`config.mk`:
```
export PLATFORM = sky130hd
export DESIGN_NAME = ipv4_l4_checksum_stream_unit
export DESIGN_NICKNAME = d
export VERILOG_FILES = /design/src/hw/rtl/icsum_pkg.sv /design/src/hw/rtl/icsum_front.sv /design/src/hw/rtl/icsum_fifo.sv /design/src/hw/rtl/icsum_back.sv /design/src/hw/rtl/ipv4_l4_checksum_stream_unit.sv
export SDC_FILE = /design/constraint.sdc
export NUM_CORES = 1
export LEC_CHECK = 0
export BUFFER_PORTS_ARGS = -buffer_cell sky130_fd_sc_hd__buf_2
export CAP_MARGIN = 30
export CORE_MARGIN = 2
export CORE_UTILIZATION = 50
export CTS_BUF_LIST = sky130_fd_sc_hd__clkbuf_4 sky130_fd_sc_hd__clkbuf_8 sky130_fd_sc_hd__clkbuf_16
export DETAILED_ROUTE_END_ITERATION = 8
export MAX_ROUTING_LAYER = met4
export PLACE_DENSITY = 0.66
export SETUP_SLACK_MARGIN = 0.2
export SLEW_MARGIN = 20
export SYNTH_ARGS = -nofsm -noshare
export SYNTH_HDL_FRONTEND = slang
export SYNTH_SLANG_ARGS = --single-unit
```
`constraint.sdc`:
```
create_clock -name clk_i -period 6.6 [get_ports clk_i]
set_clock_uncertainty 0.15 [all_clocks]
set_input_delay 0.33 -clock clk_i [delete_from_list [all_inputs] [get_ports clk_i]]
set_output_delay 0.33 -clock clk_i [all_outputs]
set_load 0.05 [all_outputs]
```
`src/hw/rtl/icsum_pkg.sv`:
```
package icsum_pkg;

  localparam int unsigned HdrBytes  = 20;
  localparam int unsigned FifoDepth = 4;
  localparam int unsigned FifoPtrW  = $clog2(FifoDepth);
  localparam int unsigned FifoCntW  = $clog2(FifoDepth + 1);

  localparam logic [7:0]  ProtoUdp  = 8'd17;
  localparam logic [7:0]  ProtoTcp  = 8'd6;

  // Header byte offsets of interest
  localparam logic [15:0] IdxLenHi  = 16'd2;
  localparam logic [15:0] IdxLenLo  = 16'd3;
  localparam logic [15:0] IdxProto  = 16'd9;
  localparam logic [15:0] IdxSumBeg = 16'd12;
  localparam logic [15:0] UdpCkAt   = 16'(HdrBytes + 6);
  localparam logic [15:0] TcpCkAt   = 16'(HdrBytes + 16);

  typedef enum logic [1:0] {
    KIND_NONE = 2'd0,
    KIND_UDP  = 2'd1,
    KIND_TCP  = 2'd2
  } kind_e;

  // One classified byte handed from the front to the back
  typedef struct packed {
    logic [7:0]  data;     // byte value, zero inside the transport checksum field
    logic        add_en;   // byte takes part in the running sum
    logic        low_half; // byte completes a 16-bit word
    logic        last;     // final byte of the packet
    kind_e       kind;     // packet class, meaningful on last only
    logic        pad_en;   // odd byte count: pad the held high byte
    logic [7:0]  proto;    // protocol number, meaningful on last only
    logic [15:0] len_term; // total length minus header, meaningful on last only
  } icsum_op_t;

endpackage

```
`src/hw/rtl/icsum_front.sv`:
```
module icsum_front
  import icsum_pkg::*;
#(
  parameter int unsigned MAX_PACKET_BYTES = 65535
) (
  input  logic       clk_i,
  input  logic       rst_ni,
  input  logic       accept_i,
  input  logic [7:0] data_byte_i,
  input  logic       last_i,
  output icsum_op_t  op_o
);

  logic [15:0] byte_index_q, byte_index_d;
  logic [7:0]  proto_q, proto_d;
  logic [15:0] total_len_q, total_len_d;

  logic        counted;
  logic        in_ck_field;
  logic [16:0] end_cnt;

  always_comb begin
    counted      = byte_index_q < 16'(MAX_PACKET_BYTES);
    proto_d      = proto_q;
    total_len_d  = total_len_q;
    byte_index_d = byte_index_q;

    if (counted) begin
      if (byte_index_q == IdxLenHi) begin
        total_len_d[15:8] = data_byte_i;
      end else if (byte_index_q == IdxLenLo) begin
        total_len_d[7:0] = data_byte_i;
      end else if (byte_index_q == IdxProto) begin
        proto_d = data_byte_i;
      end
      byte_index_d = byte_index_q + 16'd1;
    end

    in_ck_field = ((proto_q == ProtoUdp) &&
                   (byte_index_q == UdpCkAt || byte_index_q == UdpCkAt + 16'd1)) ||
                  ((proto_q == ProtoTcp) &&
                   (byte_index_q == TcpCkAt || byte_index_q == TcpCkAt + 16'd1));

    end_cnt = counted ? ({1'b0, byte_index_q} + 17'd1) : 17'(MAX_PACKET_BYTES);

    op_o.data     = in_ck_field ? 8'd0 : data_byte_i;
    op_o.add_en   = counted && (byte_index_q >= IdxSumBeg);
    op_o.low_half = byte_index_q[0];
    op_o.last     = last_i;
    op_o.pad_en   = end_cnt[0];
    op_o.proto    = proto_d;
    op_o.len_term = total_len_d - 16'(HdrBytes);

    if (end_cnt < 17'(HdrBytes)) begin
      op_o.kind = KIND_NONE;
    end else if (proto_d == ProtoUdp) begin
      op_o.kind = KIND_UDP;
    end else if (proto_d == ProtoTcp) begin
      op_o.kind = KIND_TCP;
    end else begin
      op_o.kind = KIND_NONE;
    end
  end

  // Restart the packet state after the last byte
  always_ff @(posedge clk_i or negedge rst_ni) begin
    if (!rst_ni) begin
      byte_index_q <= '0;
      proto_q      <= '0;
      total_len_q  <= '0;
    end else if (accept_i) begin
      if (last_i) begin
        byte_index_q <= '0;
        proto_q      <= '0;
        total_len_q  <= '0;
      end else begin
        byte_index_q <= byte_index_d;
        proto_q      <= proto_d;
        total_len_q  <= total_len_d;
      end
    end
  end

endmodule

```
`src/hw/rtl/icsum_fifo.sv`:
```
module icsum_fifo
  import icsum_pkg::*;
(
  input  logic      clk_i,
  input  logic      rst_ni,
  input  logic      push_i,
  input  icsum_op_t push_data_i,
  output logic      full_o,
  input  logic      pop_i,
  output logic      empty_o,
  output icsum_op_t pop_data_o
);

  icsum_op_t             mem_q [FifoDepth];
  logic [FifoPtrW-1:0]   wr_ptr_q, rd_ptr_q;
  logic [FifoCntW-1:0]   count_q;

  assign full_o     = count_q == FifoCntW'(FifoDepth);
  assign empty_o    = count_q == '0;
  assign pop_data_o = mem_q[rd_ptr_q];

  always_ff @(posedge clk_i) begin
    if (push_i) begin
      mem_q[wr_ptr_q] <= push_data_i;
    end
  end

  always_ff @(posedge clk_i or negedge rst_ni) begin
    if (!rst_ni) begin
      wr_ptr_q <= '0;
      rd_ptr_q <= '0;
      count_q  <= '0;
    end else begin
      if (push_i) begin
        wr_ptr_q <= (wr_ptr_q == FifoPtrW'(FifoDepth - 1)) ? '0 : wr_ptr_q + 1'b1;
      end
      if (pop_i) begin
        rd_ptr_q <= (rd_ptr_q == FifoPtrW'(FifoDepth - 1)) ? '0 : rd_ptr_q + 1'b1;
      end
      if (push_i && !pop_i) begin
        count_q <= count_q + 1'b1;
      end else if (pop_i && !push_i) begin
        count_q <= count_q - 1'b1;
      end
    end
  end

endmodule

```
`src/hw/rtl/icsum_back.sv`:
```
module icsum_back
  import icsum_pkg::*;
(
  input  logic        clk_i,
  input  logic        rst_ni,
  input  logic        op_valid_i,
  input  icsum_op_t   op_i,
  output logic        op_pop_o,
  output logic        out_valid_o,
  input  logic        out_stall_i,
  output logic [15:0] checksum_o,
  output logic [1:0]  kind_o
);

  // Accumulator
  logic [31:0] sum_q, sum_d;
  logic [7:0]  held_q, held_d;

  // Stage 1: packet sum and pseudo-header tail
  logic        s1_valid_q;
  logic [31:0] s1_sum_q;
  logic [17:0] s1_tail_q, tail_d;
  kind_e       s1_kind_q;

  // Stage 2: first fold
  logic        s2_valid_q;
  logic [16:0] s2_fold_q;
  logic [31:0] total;
  kind_e       s2_kind_q;

  // Output register
  logic        out_valid_q;
  logic [15:0] out_ck_q;
  kind_e       out_kind_q;
  logic [15:0] fold2;

  logic out_ready, adv2, s2_ready, adv1, s1_ready;

  assign out_ready = !out_valid_q || !out_stall_i;
  assign adv2      = s2_valid_q && out_ready;
  assign s2_ready  = !s2_valid_q || adv2;
  assign adv1      = s1_valid_q && s2_ready;
  assign s1_ready  = !s1_valid_q || adv1;
  assign op_pop_o  = op_valid_i && (!op_i.last || s1_ready);

  always_comb begin
    held_d = held_q;
    sum_d  = sum_q;
    if (op_i.add_en) begin
      if (op_i.low_half) begin
        sum_d = sum_q + {16'd0, held_q, op_i.data};
      end else begin
        held_d = op_i.data;
      end
    end
    tail_d = (op_i.pad_en ? {2'b00, held_d, 8'd0} : 18'd0)
           + {10'd0, op_i.proto} + {2'b00, op_i.len_term};
    total  = s1_sum_q + {14'd0, s1_tail_q};
    fold2  = s2_fold_q[15:0] + {15'd0, s2_fold_q[16]};
  end

  // Accumulate; restart after the last byte
  always_ff @(posedge clk_i or negedge rst_ni) begin
    if (!rst_ni) begin
      sum_q  <= '0;
      held_q <= '0;
    end else if (op_pop_o) begin
      if (op_i.last) begin
        sum_q  <= '0;
        held_q <= '0;
      end else begin
        sum_q  <= sum_d;
        held_q <= held_d;
      end
    end
  end

  always_ff @(posedge clk_i or negedge rst_ni) begin
    if (!rst_ni) begin
      s1_valid_q  <= 1'b0;
      s2_valid_q  <= 1'b0;
      out_valid_q <= 1'b0;
    end else begin
      if (s1_ready) begin
        s1_valid_q <= op_pop_o && op_i.last;
      end
      if (s2_ready) begin
        s2_valid_q <= s1_valid_q;
      end
      if (out_ready) begin
        out_valid_q <= s2_valid_q;
      end
    end
  end

  always_ff @(posedge clk_i) begin
    if (op_pop_o && op_i.last) begin
      s1_sum_q  <= sum_d;
      s1_tail_q <= tail_d;
      s1_kind_q <= op_i.kind;
    end
    if (adv1) begin
      s2_fold_q <= {1'b0, total[15:0]} + {1'b0, total[31:16]};
      s2_kind_q <= s1_kind_q;
    end
    if (adv2) begin
      out_ck_q   <= (s2_kind_q == KIND_NONE) ? 16'd0 : ~fold2;
      out_kind_q <= s2_kind_q;
    end
  end

  assign out_valid_o = out_valid_q;
  assign checksum_o  = out_ck_q;
  assign kind_o      = out_kind_q;

endmodule

```
`src/hw/rtl/ipv4_l4_checksum_stream_unit.sv`:
```
// Channel | Direction | Handshake               | Payload
// in      | input     | in_valid_i / in_stall_o | data_byte_i[7:0], last_i
// out     | output    | out_valid_o / out_stall_i | checksum_o[15:0], kind_o[1:0]
//
// One byte is accepted per cycle whenever the byte queue has room; the rate
// is set by the single 32-bit add of the accumulator in the back end.
// Once a packet's last byte leaves the queue, its result is registered in stage 1,
// then stage 2, then the output register; an output stall can hold it in each.
// Reset is asynchronous and active low; it clears all counters and valid flags.
// A stall on the output fills the result pipeline, then the byte queue, and
// only then raises in_stall_o.
module ipv4_l4_checksum_stream_unit
  import icsum_pkg::*;
#(
  parameter int unsigned MAX_PACKET_BYTES = 65535
) (
  input  logic        clk_i,
  input  logic        rst_ni,
  input  logic        in_valid_i,
  output logic        in_stall_o,
  input  logic [7:0]  data_byte_i,
  input  logic        last_i,
  output logic        out_valid_o,
  input  logic        out_stall_i,
  output logic [15:0] checksum_o,
  output logic [1:0]  kind_o
);

  icsum_op_t front_op;
  icsum_op_t back_op;
  logic      fifo_full;
  logic      fifo_empty;
  logic      in_accept;
  logic      back_pop;

  // Take a transaction whenever the queue has a free slot
  assign in_stall_o = fifo_full;
  assign in_accept  = in_valid_i && !fifo_full;

  // Front end: track header fields, mask the transport checksum field,
  // and classify the packet on its last byte
  icsum_front #(
    .MAX_PACKET_BYTES(MAX_PACKET_BYTES)
  ) u_front (
    .clk_i       (clk_i),
    .rst_ni      (rst_ni),
    .accept_i    (in_accept),
    .data_byte_i (data_byte_i),
    .last_i      (last_i),
    .op_o        (front_op)
  );

  // Short queue decouples byte intake from the summing back end
  icsum_fifo u_fifo (
    .clk_i       (clk_i),
    .rst_ni      (rst_ni),
    .push_i      (in_accept),
    .push_data_i (front_op),
    .full_o      (fifo_full),
    .pop_i       (back_pop),
    .empty_o     (fifo_empty),
    .pop_data_o  (back_op)
  );

  // Back end: accumulate 16-bit words, add the pseudo-header, fold, invert
  icsum_back u_back (
    .clk_i       (clk_i),
    .rst_ni      (rst_ni),
    .op_valid_i  (!fifo_empty),
    .op_i        (back_op),
    .op_pop_o    (back_pop),
    .out_valid_o (out_valid_o),
    .out_stall_i (out_stall_i),
    .checksum_o  (checksum_o),
    .kind_o      (kind_o)
  );

endmodule

```
* Yosys cells after proc, flatten, opt, wreduce, memory -nomap -nowiden *
Memory sizes are Yosys's and may differ from the RTL's.
Cells that the tools add are included.

cells by class
  add/subtract/negate cells = 13
  $lt $le $gt $ge = 3
  equality and inequality tests = 14
  mux-type cells = 30
  bitwise gates (word level) = 1
  reduce and logical (&&, ||, !) cells = 31

operators by type and width
  operator               number
  $mux 32                3
  $mux 8                 12
  $mux 16                5
  $add 32x16->32         1
  $add 32x18->32         1
  $eq 16x2->1 const B    2
  $eq 16x5->1 const B    2
  $eq 16x6->1 const B    2
  $add 18x16->18         1
  $add 18x8->18          1
  $add 16x1->17 const B  1
  $add 16x16->17         1
  $lt 17x5->1 const B    1
  $mux 17                1
  $add 16x1->16          1
  $add 16x1->16 const B  1
  $eq 16x4->1 const B    1
  $eq 8x3->1 const B     2
  $eq 8x5->1 const B     2
  $ge 16x4->1 const B    1
  $lt 16x16->1 const B   1
  $not 16->16            1
  $sub 16x5->16 const B  1
  $logic_and 1x1->1      10
  other kinds (14)       37

word-level totals
  register bits after elaboration = 179
  bits in writable memories = 152
  input port bits = 13
  output and inout bits = 20
  logic and storage cells = 111
  memories kept = 1

memories
  memory        depth  width  read ports  clocked after Yosys merged registers in  write ports  RTL line          text
  u_fifo.mem_q  4      38     1           0                                        1            icsum_fifo.sv:14  icsum_op_t mem_q [FifoDepth];

* Logic depth before layout (Yosys ltp) *
Gate-level depths: netlist (run 1).

  depth in word-level cells = 11
  depth in mapped cells = 19
  depth with buffers taken out = 19

* Hierarchy *
A second synthesis (run 1) with hierarchy kept.

unflattened totals
  cell total of the unflattened synthesis = 1483
  area total of the unflattened synthesis = 17848.4 um^2

by module, submodules not included
  module                        instances  cells each  area each (um^2)  seq. area each (um^2)
  icsum_back                    1          878         8670.8            3718.6
  icsum_fifo                    1          236         5947.0            4739.5
  icsum_front                   1          367         3213.1            1001.0
  ipv4_l4_checksum_stream_unit  1          2           17.5              0.0

* Worst setup path after synthesis (run 1) *
Ideal clock, no wire load.

  kind = register to register
  start = reg u_back.s1_tail_q[4]
  end = reg u_back.s2_fold_q[16], data pin
  library setup time = 0.260 ns
  arrival = 4.071 ns
  data required time = 6.190 ns
  setup slack = 2.120 ns
  stages on the path, launching flop included = 18
  path buffers = 0
  period minus slack after synthesis = 4.480 ns
  cell sequence = edfxtp_1 > ha_1 > or2_2 > or3_1 > o211ai_1 > o22ai_1 > or2_1 > a41o_1 > xor2_1 > ha_1 > fa_1 > a21o_1 > a221oi_1 > o21ai_0 > o21ai_0 > a21oi_1 > nor4_1 > o21bai_1

between the ends
  longest elaborated chain between the ends = 2

RTL lines
  item                      RTL line           text
  start: declaration        icsum_back.sv:22   logic [17:0] s1_tail_q, tail_d;
  start signal: assignment  icsum_back.sv:99   s1_tail_q <= tail_d;
  $add 32x18->32            icsum_back.sv:58   total = s1_sum_q + {14'd0, s1_tail_q};
  $add 16x16->17            icsum_back.sv:103  s2_fold_q <= {1'b0, total[15:0]} + {1'b0, total[31:16]};
  end signal: assignment    icsum_back.sv:103
  end: declaration          icsum_back.sv:27   logic [16:0] s2_fold_q;

Every way passes these cells.
A chain may end at the register's enable or synchronous reset.

* Worst setup path in the final report (run 1) *
  start = reg u_back.s1_tail_q[0]
  end = reg u_back.s2_fold_q[16], data pin

The elaborated chain is that of the path after synthesis.

==> results of run 1 <==
## area by class of cell
class                   count  area share [%]
inverters                  36           0.699
repair buffers             50            1.92
multi-input cells        1008            39.2
diodes                      1          0.0129
clock inverters            15           0.647
clock buffers              53            5.66
flip-flops and latches    330            48.9
well taps                 455            2.94
## critical path, cell delays in order, from the launching register on
cell and delay [ps]:
edfxtp_1 370, ha_1 240, inv_1 70, fa_1 190
nor2b_1 60, o31a_1 280, o211ai_1 260, o22ai_1 170
or2_1 250, a41o_1 240, xor2_1 150, ha_1 220
fa_1 410, a21o_1 220, a221oi_1 440, o21ai_0 210
o21ai_0 310, a21oi_1 140, nor4_1 260, o21bai_1 100
## timing repair
action                    CTS  global route
hold buffers                3             0
hold endpoints to repair   33             0
gates resized for setup     0             0
## layer usage
layer | part of all wire, % | vias up | GRT usage (%)
li1 | - | 5464 | -
met1 | 43 | 5589 | 27.6
met2 | 50 | 225 | 36.9
met3 | 3.7 | 54 | 2.94
met4 | 2.4 | 0 | 6.74
met5 | 0 | - | -
## cell usage after synthesis (21+ instances only)
cell type	instances	area share, %
edfxtp_1	240	41
nand2_1	108	2.3
nor2_1	99	2.1
dfrtp_1	90	13
o21ai_0	79	2.3
ha_1	78	5.6
xnor2_1	76	3.8
a21oi_1	66	1.9
xor2_1	49	2.5
a22o_1	43	2.2
mux4_2	37	4.8
clkbuf_1	36	0.78
nand3_1	35	1.0
inv_1	34	0.73
nor3_1	31	0.89
a21o_1	27	1.2
and3_1	27	0.97
mux2i_1	23	1.3
nor2b_1	21	0.75
## cells by family after synthesis
logic type	Yosys count	share of synthesized area [%]
simple gates	408	11.8
buf+inv	94	2.26
flops	330	54.3
compound gates	316	12.0
mux	76	7.19
fa+ha+maj	83	6.18
xor+xnor	125	6.29
## registers in the layout (all words and copies together) (netlist names), 3 cells and up
register and cells:
u_back.checksum_o 16, u_back.held_q 8, u_back.s1_sum_q 32, u_back.s1_tail_q 17, u_back.s2_fold_q 17, u_back.sum_q 32, u_fifo.count_q 3, u_fifo.mem_q 152
u_front.byte_index_q 16, u_front.proto_q 8, u_front.total_len_q 16
## path summary, 6_finish.rpt
check / end / start
min in group asynchronous: u_front.proto_q[1] / rst_ni
max in group asynchronous: u_fifo.rd_ptr_q[0] / rst_ni
setup reg to reg: u_back.s2_fold_q[16] / u_back.s1_tail_q[0]
hold / removal: u_front.total_len_q[7] / data_byte_i[7]
setup / recovery: u_back.s2_fold_q[16] / u_back.s1_tail_q[0]
hold reg to reg: u_back.s2_kind_q[1] / u_back.s1_kind_q[1]
## report_power, final
| group | switching, mW | leakage, nW | internal, mW | total (mW) |
|---|---|---|---|---|
| clock | 0.815 | 0.609 | 1.20 | 2.02 |
| combinational | 3.48 | 3.51 | 2.37 | 5.85 |
| sequential | 0.347 | 3.46 | 3.35 | 3.70 |
| total | 4.64 | 7.58 | 6.93 | 11.6 |
## per-stage QoR
stage	util, %	power, mW	hold WS, ps	instances
after floorplan	-	8.18	-116	1432
after global placement	52.1	9.44	183	1868
after detailed placement	52.4	9.58	184	1873
after CTS	56.0	11.7	0.812	1944
after global routing	56.1	12.4	28.0	1947
final	56.1	11.6	25.9	1948
==> flow_metrics.tcl, run 1 <==
set metrics [dict create \
    status "completed" \
    yosys_register_bits 330 \
    power_density_mw_per_mm2 598 \
    cts_made_buffers 37 \
    final.setup.tns_ps 0 \
    slew_viol_final 0 \
    place_ws_ps 1620 \
    yosysSeqAreaShare_pct 54.3 \
    synth_area_mm2 0.0174 \
    drive_gt1_share_pct 13.2 \
    die_w_um 191 \
    io_pins 33 \
    portBuffers 32 \
    fp.coreArea_mm2 0.0345 \
    synthCells 1432 \
    multi_input_area_mm2 0.00757 \
    avgSynthCellArea_um2 12.2 \
    drt_iter0_markers 651 \
    yosys_warnings 0 \
    finalCriticalPeriod_ps 4990 \
    regToRegSetupSlack_ps 1610 \
    tightest_slew_ps 957 \
    grt_pass1_vias 11100 \
    cts_tree "done" \
    grt_pass1_wl_um 60000 \
    num-nets-final 1559 \
    wl_per_cell_um 19.2 \
    required_ps 6730 \
    gp_congestion 0.879 \
    worstSetupPathType "flop to flop" \
    worstPathMaxFanout 4 \
    hp-class "input pin to flop" \
    synthToLayoutAreaGrowth_pct 11.0 \
    rows 68 \
    antenna_found_initial 0 \
    end_kind "flop" \
    viasPerCell 5.82 \
    yosys.cell_types.count 76 \
    grt_usage_pct 21.9 \
    setup_viol 0 \
    die_area_mm2 0.0363 \
    worstSkewPairLatency_ps 540 \
    max_freq_ghz 0.200 \
    antenna_left 0 \
    start_util_pct 50.5 \
    cts_root_buffer "clkbuf_16" \
    cts_sinks 330 \
    place_area_mm2 0.0181 \
    postCtsSetupRepairBufs 0 \
    grt_setup_unrepaired "no" \
    fp.dieH_um 191 \
    hold_viol_final 0 \
    fin_crit_sh_pct 75.6 \
    fill_cells 2863 \
    synth_nets 1528 \
    maxSlewHeadroom_pct 36.1 \
    ir_drop_v 0.000361 \
    globalRouteOverflowTotal 0 \
    postSynth.asyncResetShare_pct 27.3 \
    final_cell_mix "240 x edfxtp_1, 108 x nand2_1, 98 x nor2_1" \
    hold_depth 2 \
    seqCellArea_mm2 0.00946 \
    dp_hpwl_um 26700 \
    drc 0 \
    cp-start-kind "flop" \
    worst_slack_ps 1610 \
    leakage_nw 7.58 \
    vias 11300 \
    drtPass1Iterations 5 \
    clockBufferDepth 3 \
    synth_edf_count 240 \
    ys.flop_type "edfxtp_1" \
    cts_max_level 2 \
    clkTransAtPathRegs_ps 60 \
    cap_viol_max_count 0 \
    reg2reg_depth 19 \
    final_common_cell "edfxtp_1" \
    drt-total-wl_um 37400 \
    cp.arrival_ps 5120 \
    grt_max_degree 63 \
    final_area_mm2 0.0193 \
]
Power figures use the tool's default switching activity.
==> run 2, diff against run 1 <==
--- a/config.mk
+++ b/config.mk
@@ -5,6 +5,7 @@
 export SDC_FILE = /design/constraint.sdc
 export NUM_CORES = 1
 export LEC_CHECK = 0
+export ABC_AREA = 1
 export BUFFER_PORTS_ARGS = -buffer_cell sky130_fd_sc_hd__buf_2
 export CAP_MARGIN = 30
 export CORE_MARGIN = 2
@@ -12,7 +13,7 @@
 export CTS_BUF_LIST = sky130_fd_sc_hd__clkbuf_4 sky130_fd_sc_hd__clkbuf_8 sky130_fd_sc_hd__clkbuf_16
 export DETAILED_ROUTE_END_ITERATION = 8
 export MAX_ROUTING_LAYER = met4
-export PLACE_DENSITY = 0.66
+export PLACE_DENSITY = 0.68
 export SETUP_SLACK_MARGIN = 0.2
 export SLEW_MARGIN = 20
 export SYNTH_ARGS = -nofsm -noshare
==> constraint.sdc (replaced) <==
create_clock -name clk_i -period 4.1 [get_ports clk_i]
set_clock_uncertainty 0.15 [all_clocks]
set_input_delay 0.205 -clock clk_i [delete_from_list [all_inputs] [get_ports clk_i]]
set_output_delay 0.205 -clock clk_i [all_outputs]
set_load 0.05 [all_outputs]
==> flow_metrics.tcl, run 2 <==
set metrics [dict create \
    status "completed" \
    synth_nets 2250 \
    dp_hpwl_um 34300 \
    worstPathMaxFanout 5 \
    viasPerCell 5.48 \
    die_area_mm2 0.0390 \
    diodes 0 \
    synth_top_area_share_pct 38.5 \
    grt_pass1_vias 14000 \
    clockBufferDepth 3 \
    cp_slowest_cell "fa_1" \
    final_common_cell "nand2_1" \
    worstSkewPairLatency_ps 560 \
    slew_viol_final 0 \
    end_kind "flop" \
    tightest_slew_ps 890 \
    drt_iter0_markers 1188 \
    clkTransAtPathRegs_ps 60 \
    synth_top_family_by_area "simple AND/OR/NAND/NOR gates" \
    ys.flop_type "edfxtp_1" \
    synthTopCellsByCount "585 x nand2_1, 247 x inv_1, 240 x edfxtp_1, 192 x nor2_1, 137 x o21ai_0" \
    grt_setup_unrepaired "no" \
    postSynth.asyncResetShare_pct 27.3 \
    drc 0 \
    final_cell_mix "584 x nand2_1, 246 x inv_1, 240 x edfxtp_1" \
    antenna_found_initial 0 \
    largest-register "u_fifo.mem_q" \
    cp-start-kind "flop" \
    setup_viol 0 \
    cpLargestDelayFamily "simple AND/OR/NAND/NOR gates" \
    die_w_um 197 \
    wl_per_cell_um 17.3 \
    rows 70 \
    cts_made_buffers 37 \
    drt-total-wl_um 46900 \
    synthToLayoutAreaGrowth_pct 11.9 \
    grt_pass1_wl_um 74200 \
    cts_tree "done" \
    worstSetupPathType "flop to flop" \
    grtUsageMet2_pct 39.4 \
    cts_max_level 2 \
    synthAdderAreaFrac_pct 5.75 \
    hp-class "input pin to flop" \
    yosys_warnings 0 \
    yosysSeqAreaShare_pct 50.6 \
    synth_xor_xnor_area_share_pct 3.28 \
    vias 14800 \
    maxSlewHeadroom_pct 40.1 \
    max_freq_ghz 0.276 \
    grt_util_met1_pct 34.0 \
    grt_usage_pct 25.2 \
    fp.coreArea_mm2 0.0367 \
    synthCells 2154 \
    io_pins 33 \
    critPathMostFrequentCell "nand2_1" \
    grt_use_met3_pct 4.52 \
    hold_viol_final 0 \
    final.setup.tns_ps 0 \
    portBuffers 32 \
    fill_cells 3234 \
    path_buf_inv 2 \
    synth_compound_area_share_pct 9.90 \
    largest_reg_flops 152 \
    synth_area_mm2 0.0187 \
    drtPass1Iterations 7 \
    avgSynthCellArea_um2 8.68 \
    cts_sinks 330 \
    synthTopCellsByArea "edfxtp_1 39%, dfrtp_1 12%, nand2_1 12%" \
    yosys_register_bits 330 \
    gp_congestion 0.947 \
    cts_root_buffer "clkbuf_16" \
    globalRouteOverflowTotal 0 \
    yosys.area.top_type "edfxtp_1" \
    num-nets-final 2304 \
    synthMuxAreaShare_pct 0.0602 \
    path_cells "ha_1 > inv_1 > fa_1 > o21ai_2 > nand2_1 > nand2_2 > nand2_1 > nand2_1 > buf_4 > nand2_1 > nand2_1 > nand2_1 > nand3_1 > nand2_1 > ha_1 > a21oi_1 > a21boi_2 > o21ai_0 > and2_1 > o21bai_1 > nand2_1" \
    gr-max-usage-layer "met2" \
    finalCriticalPeriod_ps 3620 \
    synthSimpleGateAreaFrac_pct 23.8 \
    yosys.cell_types.count 53 \
    antenna_left 0 \
    reg_top3 "u_fifo.mem_q x152, u_back.s1_sum_q x32, u_back.sum_q x32" \
    fp.dieH_um 197 \
    synth_edf_count 240 \
    required_ps 4260 \
    synth.most_common_cell "nand2_1" \
    grt_max_degree 78 \
    cp.arrival_ps 3780 \
    start_util_pct 51.0 \
    fin_crit_sh_pct 88.3 \
    cap_viol_max_count 0 \
    cpPeakStageDelay_ps 420 \
    drive_gt1_share_pct 9.34 \
]
## run 2: cell type report
type	instances	area, um2	area share, %
clock buffer	43	1010	4.84
clock inverter	25	348	1.66
tap	468	586	2.80
timing repair buffer	65	485	2.32
sequential	330	9460	45.2
multi-input combinational	1513	8050	38.5
inverter	261	981	4.69
## run 2: through the flow
stage | cells | util (%) | hold slack, ps | setup slack [ps] | instance area, um2
finish | 2705 | 57.0 | 23.4 | 478 | 20900
global placement | 2624 | 52.9 | 139 | 294 | 19400
floorplan | 2154 | - | -241 | 530 | 18700
global route | 2705 | 57.0 | 23.9 | 168 | 20900
detailed placement | 2625 | 52.9 | 131 | 268 | 19400
CTS | 2703 | 56.9 | 13.1 | 257 | 20900
## run 2: worst register-to-register path, delay by kind of cell (launching register included)
| kind | cells | cell delay, ps |
|---|---|---|
| and+or+nand+nor | 11 | 950 |
| adders and majority gates | 3 | 880 |
| AOI/OAI and AO/OA | 5 | 870 |
| DFF | 1 | 330 |
| buffers and inverters | 2 | 190 |
## run 2: kinds of logic after synthesis
group | count (synthesis)
fa+ha+maj | 83
flops | 330
compound gates | 329
xor+xnor | 70
simple gates | 1030
mux | 1
buf+inv | 311
## run 2: timing repair
action                     CTS  global route
resized for setup            0            11
setup endpoints to repair    0            10
hold endpoints to repair    90             0
buffers inserted             0             1
hold buffers                10             0
## run 2: metal layers
metal | vias up | share of wire, %
li1 | 7298 | -
met1 | 7065 | 45
met2 | 388 | 46
met3 | 75 | 6.0
met4 | 0 | 2.4
met5 | - | 0
## run 2: path summary, 6_finish.rpt
path	start	endpoint	slack (ps)	depth (start not counted)
worst max-delay path	u_back.s1_tail_q[0]	u_back.s2_fold_q[9]	480	21
worst min-delay path	data_byte_i[5]	u_fifo.mem_q[3][35]	20	3
worst max register to register	u_back.s1_tail_q[0]	u_back.s2_fold_q[9]	480	21
worst min register to register	u_back.s1_kind_q[0]	u_back.s2_kind_q[0]	270	0
max in group asynchronous	rst_ni	u_front.total_len_q[11]	2580	3
min in group asynchronous	rst_ni	u_back.s1_valid_q	80	2
Power of run 2 is left out: the tool's default activity adds up to more than one toggle a clock period on the data nets, which glitch-free logic cannot reach.
==> run 3, diff against run 2 <==
--- a/config.mk
+++ b/config.mk
@@ -13,7 +13,7 @@
 export CTS_BUF_LIST = sky130_fd_sc_hd__clkbuf_4 sky130_fd_sc_hd__clkbuf_8 sky130_fd_sc_hd__clkbuf_16
 export DETAILED_ROUTE_END_ITERATION = 8
 export MAX_ROUTING_LAYER = met4
-export PLACE_DENSITY = 0.68
+export PLACE_DENSITY = 0.66
 export SETUP_SLACK_MARGIN = 0.2
 export SLEW_MARGIN = 20
 export SYNTH_ARGS = -nofsm -noshare
==> constraint.sdc (replaced) <==
create_clock -name clk_i -period 3.59 [get_ports clk_i]
set_clock_uncertainty 0.15 [all_clocks]
set_input_delay 0.1795 -clock clk_i [delete_from_list [all_inputs] [get_ports clk_i]]
set_output_delay 0.1795 -clock clk_i [all_outputs]
set_load 0.05 [all_outputs]
==> flow_metrics.tcl, run 3 (synthesis gave the netlist of run 2 again) <==
set metrics [dict create \
    regToRegSetupSlack_ps 110 \
    num-nets-final 2368 \
    globalRouteOverflowTotal 0 \
    diodes 0 \
    grt_pass1_vias 14100 \
    die_w_um 197 \
    drt_iter0_markers 1291 \
    crit_start "u_back.s1_sum_q[0]" \
    fin_cells 2769 \
    cpLargestDelayFamily "adder cells" \
    status "completed" \
    drive_gt1_share_pct 15.7 \
    antenna_found_initial 0 \
    multi_input_area_mm2 0.00849 \
    io_pins 33 \
    worstPathMaxFanout 3 \
    cap_viol_max_count 0 \
    finalCriticalPeriod_ps 3480 \
    reg2reg_depth 22 \
    cpPeakStageDelay_ps 380 \
    path_cells "ha_2 > inv_4 > fa_2 > o21ai_2 > nand2_1 > nand2_2 > nand2_2 > nand2_2 > inv_2 > o21bai_1 > xor2_1 > ha_2 > fa_2 > nand2_1 > nand2_1 > o21ai_2 > o21ai_2 > nand3_1 > nand2_2 > nand2_1 > nand2_1 > xor2_1" \
    grt_max_degree 52 \
    drt-total-wl_um 49300 \
    r2r_start "u_back.s1_sum_q[0]" \
    final_common_cell "nand2_1" \
    seqCellArea_mm2 0.00946 \
    portBuffers 32 \
    fp.dieH_um 197 \
    final_cell_mix "572 x nand2_1, 243 x inv_1, 240 x edfxtp_1" \
    reg_top3 "u_fifo.mem_q x152, u_back.s1_sum_q x32, u_back.sum_q x32" \
    hold_viol_final 0 \
    drtPass1Iterations 8 \
    tightest_slew_ps 726 \
    end_kind "flop" \
    rows 70 \
    fin_crit_sh_pct 96.8 \
    grt_pass1_wl_um 76400 \
    cp_slowest_cell "fa_2" \
    maxSlewHeadroom_pct 51.6 \
    dp_hpwl_um 35700 \
    start_util_pct 51.0 \
    setup_viol 0 \
    critPathMostFrequentCell "nand2_1" \
    worstSkewPairLatency_ps 570 \
    grt_usage_pct 26.0 \
    clockBufferDepth 3 \
    fill_cells 3190 \
    cp.arrival_ps 3630 \
    hp-class "input pin to async pin" \
    worstSetupPathType "flop to flop" \
    grt_setup_unrepaired "yes" \
    largest-register "u_fifo.mem_q" \
    reg2reg_to "u_back.s2_fold_q[12]" \
    cts_max_level 2 \
    vias 15100 \
    viasPerCell 5.46 \
    clkTransAtPathRegs_ps 60 \
    path_buf_inv 2 \
    final_util_pct 59.5 \
    cts_made_buffers 37 \
    cp-start-kind "flop" \
    antenna_left 0 \
    synthToLayoutAreaGrowth_pct 16.7 \
    required_ps 3750 \
    cts_tree "done" \
    slew_viol_final 0 \
    max_freq_ghz 0.288 \
    fp.coreArea_mm2 0.0367 \
    largest_reg_flops 152 \
    drc 0 \
    die_area_mm2 0.0390 \
    cts_sinks 330 \
    cts_root_buffer "clkbuf_16" \
    wl_per_cell_um 17.8 \
    placedCellCount 2655 \
    gp_congestion 0.914 \
]
## run 3: changes by cell type in the layout (fill, tap and decap cells not counted), sizes merged
cell / change
bufinv: -2
buf: +61
clkinvlp: -1
dlygate4sd3: +2
clkinv: +4
inv: -4
clkbuf: +4
## run 3: timing repair
action                                 CTS  global route
setup buffers                            6            27
pin swaps                                7            45
endpoints found under the hold margin  134             0
cloned                                   0             1
hold buffers                            12             0
setup endpoints to repair               17           117
resized for setup                       28           100
## run 3: worst max path at each step
| stage | endpoint | cells past startpoint | slack (ps) |
|---|---|---|---|
| floorplan | u_back.s2_fold_q[12] | 22 | 220 |
| global route | u_back.s2_fold_q[10] | 22 | -7 |
| CTS | u_back.s2_fold_q[12] | 22 | 160 |
| finish | u_back.s2_fold_q[12] | 22 | 110 |
| detailed placement | u_back.s2_fold_q[12] | 19 | -40 |
| global placement | u_back.s2_fold_q[15] | 18 | 70 |
## run 3: area by class of cell
cell class              count  area share [%]
flip-flops and latches    330            43.4
multi-input cells        1513            38.9
repair buffers            129            4.66
clock buffers              46            4.75
inverters                 261            4.54
clock inverters            22            1.10
well taps                 468            2.68
## run 3: metrics by stage
| step | TNS [ps] | instance area (um2) | setup WS (ps) | hold WS, ps |
|---|---|---|---|---|
| after CTS | 0 | 21200 | 164 | 11.3 |
| final | 0 | 21800 | 114 | 9.41 |
| after global placement | 0 | 19600 | 65.8 | 232 |
| after detailed placement | -37.3 | 19700 | -37.3 | 58.9 |
| after global routing | -7.12 | 21800 | -7.12 | 40.0 |
| after floorplan | 0 | 18700 | 215 | -266 |
## run 3: layer usage
layer	up-vias	global-route usage, %	part of all wire (%)
met4	0	7.96	2.7
met3	89	5.19	7.4
met5	-	-	0
li1	7430	-	-
met1	7149	36.0	45
met2	452	38.9	45
Power of run 3 is left out for the same reason.
